**src/rtl/ccsg_pkg.sv**
```systemverilog
// ----------------------------------------------------------------------------
// Chassis command safety gate - shared definitions
// Request, mode, link and action codes, register map, reset values and the
// packed stream payload layouts.
// ----------------------------------------------------------------------------
package ccsg_pkg;

    // enable / disable requests for e-stop, brake and throttle lock
    localparam logic [1:0] REQ_NONE    = 2'd0;
    localparam logic [1:0] REQ_ENABLE  = 2'd1;
    localparam logic [1:0] REQ_DISABLE = 2'd2;

    // commanded drive mode
    localparam logic [1:0] DRV_IDLE     = 2'd0;
    localparam logic [1:0] DRV_RC       = 2'd1;
    localparam logic [1:0] DRV_OFFBOARD = 2'd2;

    // link source of the command
    localparam logic [1:0] SRC_NONE  = 2'd0;
    localparam logic [1:0] SRC_USB   = 2'd1;
    localparam logic [1:0] SRC_RS485 = 2'd2;

    // reported system mode
    localparam logic [1:0] SYS_IDLE       = 2'd0;
    localparam logic [1:0] SYS_RC         = 2'd1;
    localparam logic [1:0] SYS_OFFBOARD   = 2'd2;
    localparam logic [1:0] SYS_BRAKE_HOLD = 2'd3;

    // reported link state
    localparam logic [1:0] LINK_NONE  = 2'd0;
    localparam logic [1:0] LINK_RC    = 2'd1;
    localparam logic [1:0] LINK_USB   = 2'd2;
    localparam logic [1:0] LINK_RS485 = 2'd3;

    // result action
    localparam logic [1:0] ACT_DRIVE = 2'd0;
    localparam logic [1:0] ACT_BRAKE = 2'd1;
    localparam logic [1:0] ACT_ESTOP = 2'd2;

    // status bit positions
    localparam int FLAG_ESTOP    = 0;
    localparam int FLAG_BRAKE    = 1;
    localparam int FLAG_LOCK     = 2;
    localparam int FLAG_OFFBOARD = 3;
    localparam int FLAG_RC_SRC   = 4;

    // register indexes (byte address = 4 * index)
    localparam logic [2:0] REG_SPEED_GAIN  = 3'd0;
    localparam logic [2:0] REG_TURN_GAIN   = 3'd1;
    localparam logic [2:0] REG_RPM_LIMIT   = 3'd2;
    localparam logic [2:0] REG_CENTER_THR  = 3'd3;
    localparam logic [2:0] REG_LOCK_SPEED  = 3'd4;

    localparam int APB_ADDR_W = 5;
    localparam int APB_DATA_W = 32;

    // register reset values
    localparam logic [9:0]         RST_SPEED_GAIN = 10'd400;
    localparam logic [9:0]         RST_TURN_GAIN  = 10'd100;
    localparam logic [14:0]        RST_RPM_LIMIT  = 15'd900;
    localparam logic [14:0]        RST_CENTER_THR = 15'd26;
    localparam logic signed [15:0] RST_LOCK_SPEED = 16'sd141;

    // gain * Q8.8 speed fits in 26 signed bits, their sum in 27
    localparam int PROD_W = 26;
    localparam int SUM_W  = PROD_W + 1;

    localparam int CMD_W = 48;
    localparam int RES_W = 48;

    // command item, last field in the lowest bits
    typedef struct packed {
        logic [3:0]         pad;
        logic               cmd_valid;
        logic [1:0]         link_source;
        logic [1:0]         drive_mode;
        logic [1:0]         lock_request;
        logic [1:0]         brake_request;
        logic [1:0]         estop_request;
        logic               estop_now;
        logic signed [15:0] turn_rate;
        logic signed [15:0] fwd_speed;
    } t_cmd;

    // result item, last field in the lowest bits
    typedef struct packed {
        logic [3:0]         pad;
        logic [1:0]         link_state;
        logic [1:0]         system_mode;
        logic               estop_cleared;
        logic [1:0]         action;
        logic [4:0]         status_bits;
        logic signed [15:0] right_rpm;
        logic signed [15:0] left_rpm;
    } t_res;

endpackage

```
**src/rtl/ccsg_clamp.sv**
```systemverilog
// ----------------------------------------------------------------------------
// Chassis command safety gate - wheel rpm scaler
// Divides a Q8.8 mix sum by 256 toward zero and saturates it at +-limit.
// ----------------------------------------------------------------------------
module ccsg_clamp
    import ccsg_pkg::*;
(
    input  logic signed [SUM_W-1:0] i_sum,
    input  logic [14:0]             i_limit,
    output logic signed [15:0]      o_rpm
);

    logic [SUM_W-1:0] w_mag;
    logic [SUM_W-9:0] w_whole;
    logic [14:0]      w_sat;

    always_comb begin
        w_mag   = i_sum[SUM_W-1] ? (~i_sum + 1'b1) : i_sum;
        // truncate on the magnitude so the result rounds toward zero
        w_whole = w_mag[SUM_W-1:8];
        if (w_whole > {{(SUM_W-8-15){1'b0}}, i_limit}) begin
            w_sat = i_limit;
        end else begin
            w_sat = w_whole[14:0];
        end
        o_rpm = i_sum[SUM_W-1] ? -$signed({1'b0, w_sat}) : $signed({1'b0, w_sat});
    end

endmodule

```
**src/rtl/chassis_command_safety_gate.sv**
```systemverilog
// ----------------------------------------------------------------------------
// Chassis command safety gate
// Latches e-stop, centering, brake and throttle lock requests, tracks mode and
// link, and turns drive commands into saturated left/right wheel rpm targets.
// ----------------------------------------------------------------------------
// An accepted request passes the input register, then the result register, on
// its way to the master side.
// Throughput: one request per cycle; the input stalls only when the result
// register is full and not taken.
// Reset (synchronous, active low): latches cleared, mode idle, link none,
// gain/limit registers back to their defaults, both registers emptied.
// ----------------------------------------------------------------------------
module chassis_command_safety_gate
    import ccsg_pkg::*;
(
    input  logic                  i_clk,
    input  logic                  i_rst_n,

    // tdata: fwd_speed, turn_rate, estop_now, estop_request, brake_request,
    //        lock_request, drive_mode, link_source, cmd_valid, zero pad
    input  logic                  s_axis_tvalid,
    output logic                  s_axis_tready,
    input  logic [CMD_W-1:0]      s_axis_tdata,

    // tdata: left_rpm, right_rpm, status_bits, action, estop_cleared,
    //        system_mode, link_state, zero pad
    output logic                  m_axis_tvalid,
    input  logic                  m_axis_tready,
    output logic [RES_W-1:0]      m_axis_tdata,

    input  logic                  psel,
    input  logic                  penable,
    input  logic                  pwrite,
    input  logic [APB_ADDR_W-1:0] paddr,
    input  logic [APB_DATA_W-1:0] pwdata,
    output logic [APB_DATA_W-1:0] prdata,
    output logic                  pready
);

    // ------------------------------------------------------------------ config
    logic [9:0]         r_speed_gain;
    logic [9:0]         r_turn_gain;
    logic [14:0]        r_rpm_limit;
    logic [14:0]        r_center_thr;
    logic signed [15:0] r_lock_speed;
    logic [2:0]         w_reg_idx;
    logic               w_cfg_wr;

    assign pready    = 1'b1;
    assign w_reg_idx = paddr[APB_ADDR_W-1:2];
    assign w_cfg_wr  = psel & penable & pwrite & pready;

    always_ff @(posedge i_clk) begin
        if (!i_rst_n) begin
            r_speed_gain <= RST_SPEED_GAIN;
            r_turn_gain  <= RST_TURN_GAIN;
            r_rpm_limit  <= RST_RPM_LIMIT;
            r_center_thr <= RST_CENTER_THR;
            r_lock_speed <= RST_LOCK_SPEED;
        end else if (w_cfg_wr) begin
            case (w_reg_idx)
                REG_SPEED_GAIN: r_speed_gain <= pwdata[9:0];
                REG_TURN_GAIN:  r_turn_gain  <= pwdata[9:0];
                REG_RPM_LIMIT:  r_rpm_limit  <= pwdata[14:0];
                REG_CENTER_THR: r_center_thr <= pwdata[14:0];
                REG_LOCK_SPEED: r_lock_speed <= pwdata[15:0];
                default: ;
            endcase
        end
    end

    always_comb begin
        case (w_reg_idx)
            REG_SPEED_GAIN: prdata = {{(APB_DATA_W-10){1'b0}}, r_speed_gain};
            REG_TURN_GAIN:  prdata = {{(APB_DATA_W-10){1'b0}}, r_turn_gain};
            REG_RPM_LIMIT:  prdata = {{(APB_DATA_W-15){1'b0}}, r_rpm_limit};
            REG_CENTER_THR: prdata = {{(APB_DATA_W-15){1'b0}}, r_center_thr};
            REG_LOCK_SPEED: prdata = {{(APB_DATA_W-16){1'b0}}, r_lock_speed};
            default:        prdata = '0;
        endcase
    end

    // --------------------------------------------------------------- handshake
    logic r_s1_v, r_out_v;
    logic w_out_rdy, w_s1_rdy;

    assign w_out_rdy     = !r_out_v || m_axis_tready;
    assign w_s1_rdy      = !r_s1_v || w_out_rdy;
    assign s_axis_tready = w_s1_rdy;

    // ---------------------------------------------------------- stage 1: input
    t_cmd r_cmd;

    always_ff @(posedge i_clk) begin
        if (!i_rst_n) begin
            r_s1_v <= 1'b0;
        end else if (w_s1_rdy) begin
            r_s1_v <= s_axis_tvalid;
        end
    end

    always_ff @(posedge i_clk) begin
        if (w_s1_rdy && s_axis_tvalid) begin
            r_cmd <= t_cmd'(s_axis_tdata);
        end
    end

    // ------------------------------------------- latch update and gain products
    logic r_estop, r_need_center, r_brake, r_lock;
    logic [1:0] r_mode, r_link;
    logic n_estop, n_need_center, n_brake, n_lock;
    logic [1:0] n_mode, n_link;

    logic [16:0]              w_mag;
    logic                     w_centered;
    logic                     w_cleared;
    logic [4:0]               w_flags;
    logic [1:0]               w_action;
    logic signed [15:0]       w_v;
    logic signed [PROD_W-1:0] w_prod_a;
    logic signed [PROD_W-1:0] w_prod_b;
    logic                     w_take;

    assign w_take = r_s1_v && w_out_rdy && r_cmd.cmd_valid;

    always_comb begin
        w_mag      = r_cmd.fwd_speed[15] ? 17'(-$signed({r_cmd.fwd_speed[15], r_cmd.fwd_speed}))
                                         : {1'b0, r_cmd.fwd_speed};
        w_centered = w_mag <= {2'b00, r_center_thr};

        n_estop       = r_estop;
        n_need_center = r_need_center;
        n_brake       = r_brake;
        n_lock        = r_lock;
        n_mode        = r_mode;
        n_link        = r_link;
        w_cleared     = 1'b0;
        w_flags       = '0;
        w_action      = ACT_DRIVE;
        w_v           = r_cmd.fwd_speed;

        if (r_cmd.estop_now || r_cmd.estop_request == REQ_ENABLE) begin
            n_estop       = 1'b1;
            n_need_center = 1'b1;
        end else if (r_cmd.estop_request == REQ_DISABLE) begin
            // release only once the stick has come back to center
            if (!r_need_center || w_centered) begin
                n_estop       = 1'b0;
                n_need_center = 1'b0;
                w_cleared     = 1'b1;
            end
        end
        if (w_centered) begin
            n_need_center = 1'b0;
        end

        if (r_cmd.brake_request == REQ_ENABLE) begin
            n_brake = 1'b1;
        end else if (r_cmd.brake_request == REQ_DISABLE) begin
            n_brake = 1'b0;
        end
        if (r_cmd.lock_request == REQ_ENABLE) begin
            n_lock = 1'b1;
        end else if (r_cmd.lock_request == REQ_DISABLE) begin
            n_lock = 1'b0;
        end

        if (n_estop) begin
            w_flags[FLAG_ESTOP] = 1'b1;
            w_flags[FLAG_BRAKE] = 1'b1;
            w_action            = ACT_ESTOP;
            n_mode              = SYS_BRAKE_HOLD;
        end else if (n_brake) begin
            w_flags[FLAG_BRAKE]  = 1'b1;
            w_flags[FLAG_RC_SRC] = (r_cmd.link_source == SRC_NONE);
            w_action             = ACT_BRAKE;
            n_mode               = SYS_BRAKE_HOLD;
        end else begin
            if (n_lock && r_cmd.link_source == SRC_NONE) begin
                w_flags[FLAG_LOCK] = 1'b1;
                w_v                = r_lock_speed;
            end
            case (r_cmd.drive_mode)
                DRV_RC: begin
                    n_mode = SYS_RC;
                end
                DRV_OFFBOARD: begin
                    n_mode                 = SYS_OFFBOARD;
                    w_flags[FLAG_OFFBOARD] = 1'b1;
                end
                default: begin
                    n_mode = SYS_IDLE;
                end
            endcase
            case (r_cmd.link_source)
                SRC_USB: begin
                    n_link = LINK_USB;
                end
                SRC_RS485: begin
                    n_link = LINK_RS485;
                end
                default: begin
                    n_link               = LINK_RC;
                    w_flags[FLAG_RC_SRC] = 1'b1;
                end
            endcase
        end

        w_prod_a = PROD_W'(w_v * $signed({1'b0, r_speed_gain}));
        w_prod_b = PROD_W'(r_cmd.turn_rate * $signed({1'b0, r_turn_gain}));
    end

    always_ff @(posedge i_clk) begin
        if (!i_rst_n) begin
            r_estop       <= 1'b0;
            r_need_center <= 1'b0;
            r_brake       <= 1'b0;
            r_lock        <= 1'b0;
            r_mode        <= SYS_IDLE;
            r_link        <= LINK_NONE;
        end else if (w_take) begin
            r_estop       <= n_estop;
            r_need_center <= n_need_center;
            r_brake       <= n_brake;
            r_lock        <= n_lock;
            r_mode        <= n_mode;
            r_link        <= n_link;
        end
    end

    // ----------------------------------------------------- mix, scale, saturate
    logic signed [SUM_W-1:0] w_sum_l, w_sum_r;
    logic signed [15:0]      w_rpm_l, w_rpm_r;

    assign w_sum_l = SUM_W'(w_prod_a) - SUM_W'(w_prod_b);
    assign w_sum_r = SUM_W'(w_prod_a) + SUM_W'(w_prod_b);

    ccsg_clamp u_clamp_left (
        .i_sum   (w_sum_l),
        .i_limit (r_rpm_limit),
        .o_rpm   (w_rpm_l)
    );

    ccsg_clamp u_clamp_right (
        .i_sum   (w_sum_r),
        .i_limit (r_rpm_limit),
        .o_rpm   (w_rpm_r)
    );

    // --------------------------------------------------------- result register
    t_res r_res;
    t_res n_res;

    always_comb begin
        n_res               = '0;
        n_res.left_rpm      = (w_action == ACT_DRIVE) ? w_rpm_l : '0;
        n_res.right_rpm     = (w_action == ACT_DRIVE) ? w_rpm_r : '0;
        n_res.status_bits   = w_flags;
        n_res.action        = w_action;
        n_res.estop_cleared = w_cleared;
        n_res.system_mode   = n_mode;
        n_res.link_state    = n_link;
    end

    always_ff @(posedge i_clk) begin
        if (!i_rst_n) begin
            r_out_v <= 1'b0;
        end else if (w_out_rdy) begin
            // drop requests flagged invalid
            r_out_v <= r_s1_v && r_cmd.cmd_valid;
        end
    end

    always_ff @(posedge i_clk) begin
        if (w_take) begin
            r_res <= n_res;
        end
    end

    assign m_axis_tvalid = r_out_v;
    assign m_axis_tdata  = r_res;

endmodule
```
**config.mk**
```make
export PLATFORM = sky130hd
export DESIGN_NAME = chassis_command_safety_gate
export DESIGN_NICKNAME = d
export VERILOG_FILES = /design/src/rtl/ccsg_pkg.sv /design/src/rtl/ccsg_clamp.sv /design/src/rtl/chassis_command_safety_gate.sv
export SDC_FILE = /design/constraint.sdc
export NUM_CORES = 1
export LEC_CHECK = 0
export CORE_MARGIN = 1.5
export CORE_UTILIZATION = 40
export DETAILED_ROUTE_END_ITERATION = 7
export DONT_BUFFER_PORTS = 1
export PLACE_DENSITY = 0.54
export SYNTH_ARGS = -nofsm -noshare
export SYNTH_HDL_FRONTEND = slang
export SYNTH_SLANG_ARGS = --single-unit
```
**constraint.sdc**
```tcl
create_clock -name i_clk -period 45.5 [get_ports i_clk]
set_input_delay 6.825 -clock i_clk [delete_from_list [all_inputs] [get_ports i_clk]]
set_output_delay 6.825 -clock i_clk [all_outputs]
set_load 0.01 [all_outputs]
```
# Word level (Yosys, flattened, before mapping)
# Index checks and enable logic that the tools add are counted.
# totals
in_bits,92
ramBits,0
mem_count,0
out_inout_bits,83
latchBits,0
register_bits,162
wordCells,126
rom_bits,0
# op_classes
n_bitwise,5
n_shift,0
reduce_logical,28
mul,2
n_lt_le_gt_ge,3
n_eq_ne,14
div,0
n_addsub,7
n_mux,35
# op_table
cell,n
$pmux W16 S5,1
$mux W15,4
$add A27 B1 Y27 const B,2
$mux W27,2
$not A27 Y27,2
$mul A16 B11 Y26,2
$mux W16,3
$gt A19 B15 Y1,2
$neg A15 Y16,2
$add A26 B26 Y27,1
$sub A26 B26 Y27,1
$mux W1,19
$le A17 B15 Y1,1
$mux W17,1
$neg A16 Y17,1
$reduce_and A2 Y1,7
$eq A2 B1 Y1 const B,5
$eq A2 B2 Y1 const B,5
$pmux W2 S2,2
$eq A3 B2 Y1 const B,2
$mux W2,3
$reduce_bool A3 Y1,2
$reduce_or A2 Y1,3
$logic_and A1 B1 Y1,5
other kinds (9),16

# Depth between registers and ports, before layout
# depth
word_depth,17
ltp_mapped,72
mapped_depth_nobuf,67

# Modules after synthesis
# Synthesis repeated with hierarchy kept, for this count alone.
# hier_totals
hier_cells,3271
hier_area_um2,27500.1
# modules_own_cells
module,cells_each,area_per_inst_um2,instances,seq_area_each_um2
chassis_command_safety_gate,2743,23750.3,1,4093.9
ccsg_clamp (u_clamp_left),285,1964.4,1,0.0
ccsg_clamp (u_clamp_right),243,1785.5,1,0.0

# Worst setup path before layout
# No wires, ideal clock.
# synth_timing
path_kind,input port to output port
startpoint,input paddr[3]
endpoint,output prdata[0]
path_buffers,3
cell_stages,5
required_ps,38675
arrival_ps,8388
slack_ps,30287
path_cell_list,clkbuf_1 -> clkbuf_1 -> clkbuf_1 -> mux2i_1 -> o22ai_1
# synth_between
elab_chain_len,2
elab_cells_between_ends,6
# synth_lines
element,line,text
from (decl),chassis_command_safety_gate.sv:34,"input logic [APB_ADDR_W-1:0] paddr,"
$eq A3 B3 Y1 (tied with other cells),chassis_command_safety_gate.sv:73,case (w_reg_idx)
$pmux W16 S5 *,chassis_command_safety_gate.sv:73,
to (decl),chassis_command_safety_gate.sv:36,"output logic [APB_DATA_W-1:0] prdata,"
# Every way passes the cells marked *; elsewhere a longest branch is shown, timed or not.

# Worst setup path in the final report
# layout_timing
startpoint,register r_cmd[4] (netlist bit)
endpoint,"register r_res (netlist bit m_axis_tdata[12]), data pin"
# layout_between
elab_chain_len,17
elab_cells_between_ends,21
# layout_lines
element,line,text
from (decl),chassis_command_safety_gate.sv:92,t_cmd r_cmd;
from (signal assigned),chassis_command_safety_gate.sv:104,r_cmd <= t_cmd'(s_axis_tdata);
$neg A16 Y17,chassis_command_safety_gate.sv:127,"w_mag = r_cmd.fwd_speed[15] ? 17'(-$signed({r_cmd.fwd_speed[15], r_cmd.fwd_speed}))"
$mux W17,chassis_command_safety_gate.sv:127,
$le A17 B15 Y1,chassis_command_safety_gate.sv:129,"w_centered = w_mag <= {2'b00, r_center_thr};"
$logic_or A1 B1 Y1,chassis_command_safety_gate.sv:147,if (!r_need_center || w_centered) begin
$mux W1,chassis_command_safety_gate.sv:147,
$mux W1,chassis_command_safety_gate.sv:145,end else if (r_cmd.estop_request == REQ_DISABLE) begin
$mux W1,chassis_command_safety_gate.sv:142,if (r_cmd.estop_now || r_cmd.estop_request == REQ_ENABLE) begin
$mux W16,chassis_command_safety_gate.sv:168,if (n_estop) begin
$mul A16 B11 Y26,chassis_command_safety_gate.sv:209,"w_prod_a = PROD_W'(w_v * $signed({1'b0, r_speed_gain}));"
$sub A26 B26 Y27,chassis_command_safety_gate.sv:235,assign w_sum_l = SUM_W'(w_prod_a) - SUM_W'(w_prod_b);
$not A27 Y27,ccsg_clamp.sv:18,w_mag = i_sum[SUM_W-1] ? (~i_sum + 1'b1) : i_sum;
$add A27 B1 Y27,ccsg_clamp.sv:18,
$mux W27,ccsg_clamp.sv:18,
$gt A19 B15 Y1,ccsg_clamp.sv:21,"if (w_whole > {{(SUM_W-8-15){1'b0}}, i_limit}) begin"
$mux W15,ccsg_clamp.sv:21,
$neg A15 Y16,ccsg_clamp.sv:26,"o_rpm = i_sum[SUM_W-1] ? -$signed({1'b0, w_sat}) : $signed({1'b0, w_sat});"
$mux W15,ccsg_clamp.sv:26,
to (signal assigned),chassis_command_safety_gate.sv:276,r_res <= n_res;
to (decl),chassis_command_safety_gate.sv:251,t_res r_res;
# Parallel ways exist; a longest one is shown, timed or not.
# A chain may end at the register's enable or synchronous reset.

==> summary.md <==
| Metric | Value |
|---|---|
| Status | finished, final reports clean |
| Core Region | 62050 sq um |
| Synth Flop Type | edfxtp_1 |
| Total Neg Setup Slack | 0 ns |
| Max-slew violation count | 0 |
| Syn Std Cell Area | 25240 sq um |
| Max Cap Violations | 0 |
| RSZ-0062 raised after global routing | false |
| RePlAce Congestion | 0.9016 |
| FF+latch area | 4094 sq um |
| Fin crit period | 17.74 ns |
| Placed inst area | 25700 sq um |
| WP data arrival | 17.90 ns |
| P&R area growth vs syn | 4.170% |
| Syn. warnings | 0 |
| CP endpoint kind | register |
| Antenna-violating nets left | 0 |
| Worst EP required | 45.65 ns |
| Post-DR wirelength/cell | 19.92 um |
| Cts bufs inserted | 17 |
| CTS tree | built |
| Post-CTS setup buffers | 0 |
| Synthesized instance count | 2925 |
| Worst setup SP type | register |
| Io pins | 175 |
| Max Freq | 0.05636 GHz |
| Chip Width | 254.2 um |
| Seq/Total Area, Yosys | 16.22% |
| Async SR Flop Fraction | 0% |
| Post-CTS Hold Fix Bufs | 0 |
| GRT Util Overall | 22.84% |
| Share of cells above drive strength 1 | 4.054% |
| Routed vias | 19818 |
| Fillers | 6184 |
| Footprint of the multi-input gates | 18880 sq um |
| DP Wirelength | 60590 um |
| Largest net degree at the start of global routing | 75 |
| Yosys cell types | 105 |
| PostCTS Resize Cnt | 0 |
| N_diodes | 0 |
| Worst path most repeated cell | ha_1 |
| First-pass GRT wire length | 114200 um |
| Tcrit/Tclk final | 39.00% |
| CP Class | register to register |
| Synth Register Bits | 161 |
| Worst Skew | 0.008430 ns |
| Hold Path Class | register to register |
| Final net count | 3420 |
| Full die area | 64610 sq um |
| Post-synth EDFFs | 87 |
| Post-route cell area | 26290 sq um |
| Clock Path Buffers | 2 |
| Commonest non-fill, non-tap cell in the layout | inv_1 |
| Worst skew pair latency | 0.44 ns |
| Initial DRC Count | 1257 |
| CTS sink count | 161 |
| Die height | 254.2 um |
| Initial antenna violation count | 0 |
| I/O Buffers | 0 |
| Total Wirelength | 73170 um |
| Max stage delay cell, worst path | o41ai_1 |
| Most frequent cells in the layout | 425 x inv_1, 366 x nand2_1, 286 x fa_1 |
| Via/cell ratio | 5.394 |
| Max_slew headroom | 10.58% |
| Clock transition at path regs | 0.07 ns |
| Worst-Margin Slew | 1.336 ns |
| Htree depth | 4 |
| Starting Density | 40.67% |
| Pre-Repair DR Iteration Count | 7 |
| Worst path max stage delay | 0.75 ns |
| # setup viols final | 0 |
| DR DRC count | 0 |
| Rows | 91 |
| Root buffer cell | clkbuf_16 |
| Crit-path max FO | 36 |
| Remaining global-route overflow | 0 |
| Number of global-route vias before repair | 19950 |
| Final hold violations | 0 |
| Post-Syn Area per Cell | 8.628 sq um |
==> flip-flops by register name (all words and copies together), names as in the netlist <==
signal / flops
m_axis_tdata: 43
m_axis_tvalid: 1
r_brake: 1
r_center_thr: 15
r_cmd: 44
r_estop: 1
r_link: 2
r_lock: 1
r_lock_speed: 16
r_need_center: 1
r_rpm_limit: 15
r_s1_v: 1
r_speed_gain: 10
r_turn_gain: 10
==> cell families (layout without fill, tap and decap cells) <==
| kind of cell | Yosys count | count (layout) | share of synthesized area [%] |
|---|---|---|---|
| compound gates | 471 | 471 | 13.04 |
| xor+xnor | 149 | 149 | 5.201 |
| fa+ha+maj | 505 | 505 | 33.53 |
| buf+inv | 577 | 470 | 9.251 |
| flops | 161 | 161 | 16.22 |
| mux | 76 | 76 | 3.148 |
| other cells | 2 | 21 | 0.02976 |
| simple gates | 984 | 984 | 19.57 |
==> synth_stat cells (6+ instances only) <==
library cell	n	area, sq um
a21boi_0	60	450.4
xor2_1	40	350.3
a31oi_1	16	100.1
a211o_1	6	52.55
o21a_1	24	180.2
and2_1	186	1164
buf_2	14	70.07
nor2b_1	31	193.9
inv_1	426	1599
a211oi_1	26	195.2
o31ai_1	10	75.07
o21ai_1	7	35.03
nand2_1	366	1374
or3_1	20	125.1
edfxtp_1	87	2613
o21bai_1	8	60.06
buf_1	12	45.04
nor2_1	138	518.0
a21o_1	33	247.7
fa_1	286	5725
and3_1	12	75.07
nor4_1	19	118.9
clkbuf_1	88	330.3
or2_2	10	62.56
mux2i_1	53	530.5
nor3b_1	9	67.56
buf_4	28	210.2
o22ai_1	13	81.33
nand3_1	49	245.2
nand4_1	24	150.1
ha_1	218	2728
xnor2_1	108	945.9
o21ai_0	64	320.3
nor3_1	45	225.2
mux2_2	21	236.5
o41ai_1	7	61.31
o211ai_1	22	165.2
dfxtp_1	74	1481
or4_1	6	45.04
nand2b_1	31	193.9
a21oi_1	106	530.5
==> final timing paths <==
check	slack [ns]	startpoint	cells after the start	endpoint
worst max-delay path	27.76	r_cmd[4]	61	m_axis_tdata[12]
worst max register to register	27.76	r_cmd[4]	61	m_axis_tdata[12]
worst min-delay path	0.46	r_link[0]	2	r_link[0]
worst min register to register	0.46	r_link[0]	2	r_link[0]
==> critical path: cells and delay by family (launching register included) <==
family | cells | cell delay, ns
flops | 1 | 0.52
mux | 2 | 0.84
buf+inv | 5 | 0.71
simple gates | 16 | 4.32
fa+ha+maj | 10 | 3.91
compound gates | 24 | 6.01
xor+xnor | 4 | 1.04
==> routing by layer <==
metal,vias to the layer above,GRT usage (%),wire (um)
met5,-,0,0
met4,0,4.252,1035
met3,62,2.102,2756
li1,9374,-,-
met1,9936,32.08,34310
met2,446,38.46,35070
==> through the flow <==
| stage | instances | setup slack [ns] | util (%) | hold WS, ns |
|---|---|---|---|---|
| finish | 3674 | 27.76 | 42.37 | 0.4612 |
| global route | 3674 | 26.69 | 42.37 | 0.5054 |
| CTS | 3674 | 27.79 | 42.37 | 0.4652 |
| detailed placement | 3642 | 27.84 | 41.41 | 0.4565 |
| global placement | 3642 | 27.90 | 41.41 | 0.4506 |
| floorplan | 2944 | 30.29 | - | 0.4435 |
==> cell type report <==
type	instances	area share, %
Multi-Input combinational cell	2206	71.82
Clock buffer	20	1.661
Inverter	430	6.140
Sequential cell	161	15.57
Clock inverter	12	0.5949
Tap cell	837	3.984
Timing Repair Buffer	8	0.2285
Power is left out: the tool's default activity adds up to more than one toggle a clock period on the data nets, which glitch-free logic cannot reach.
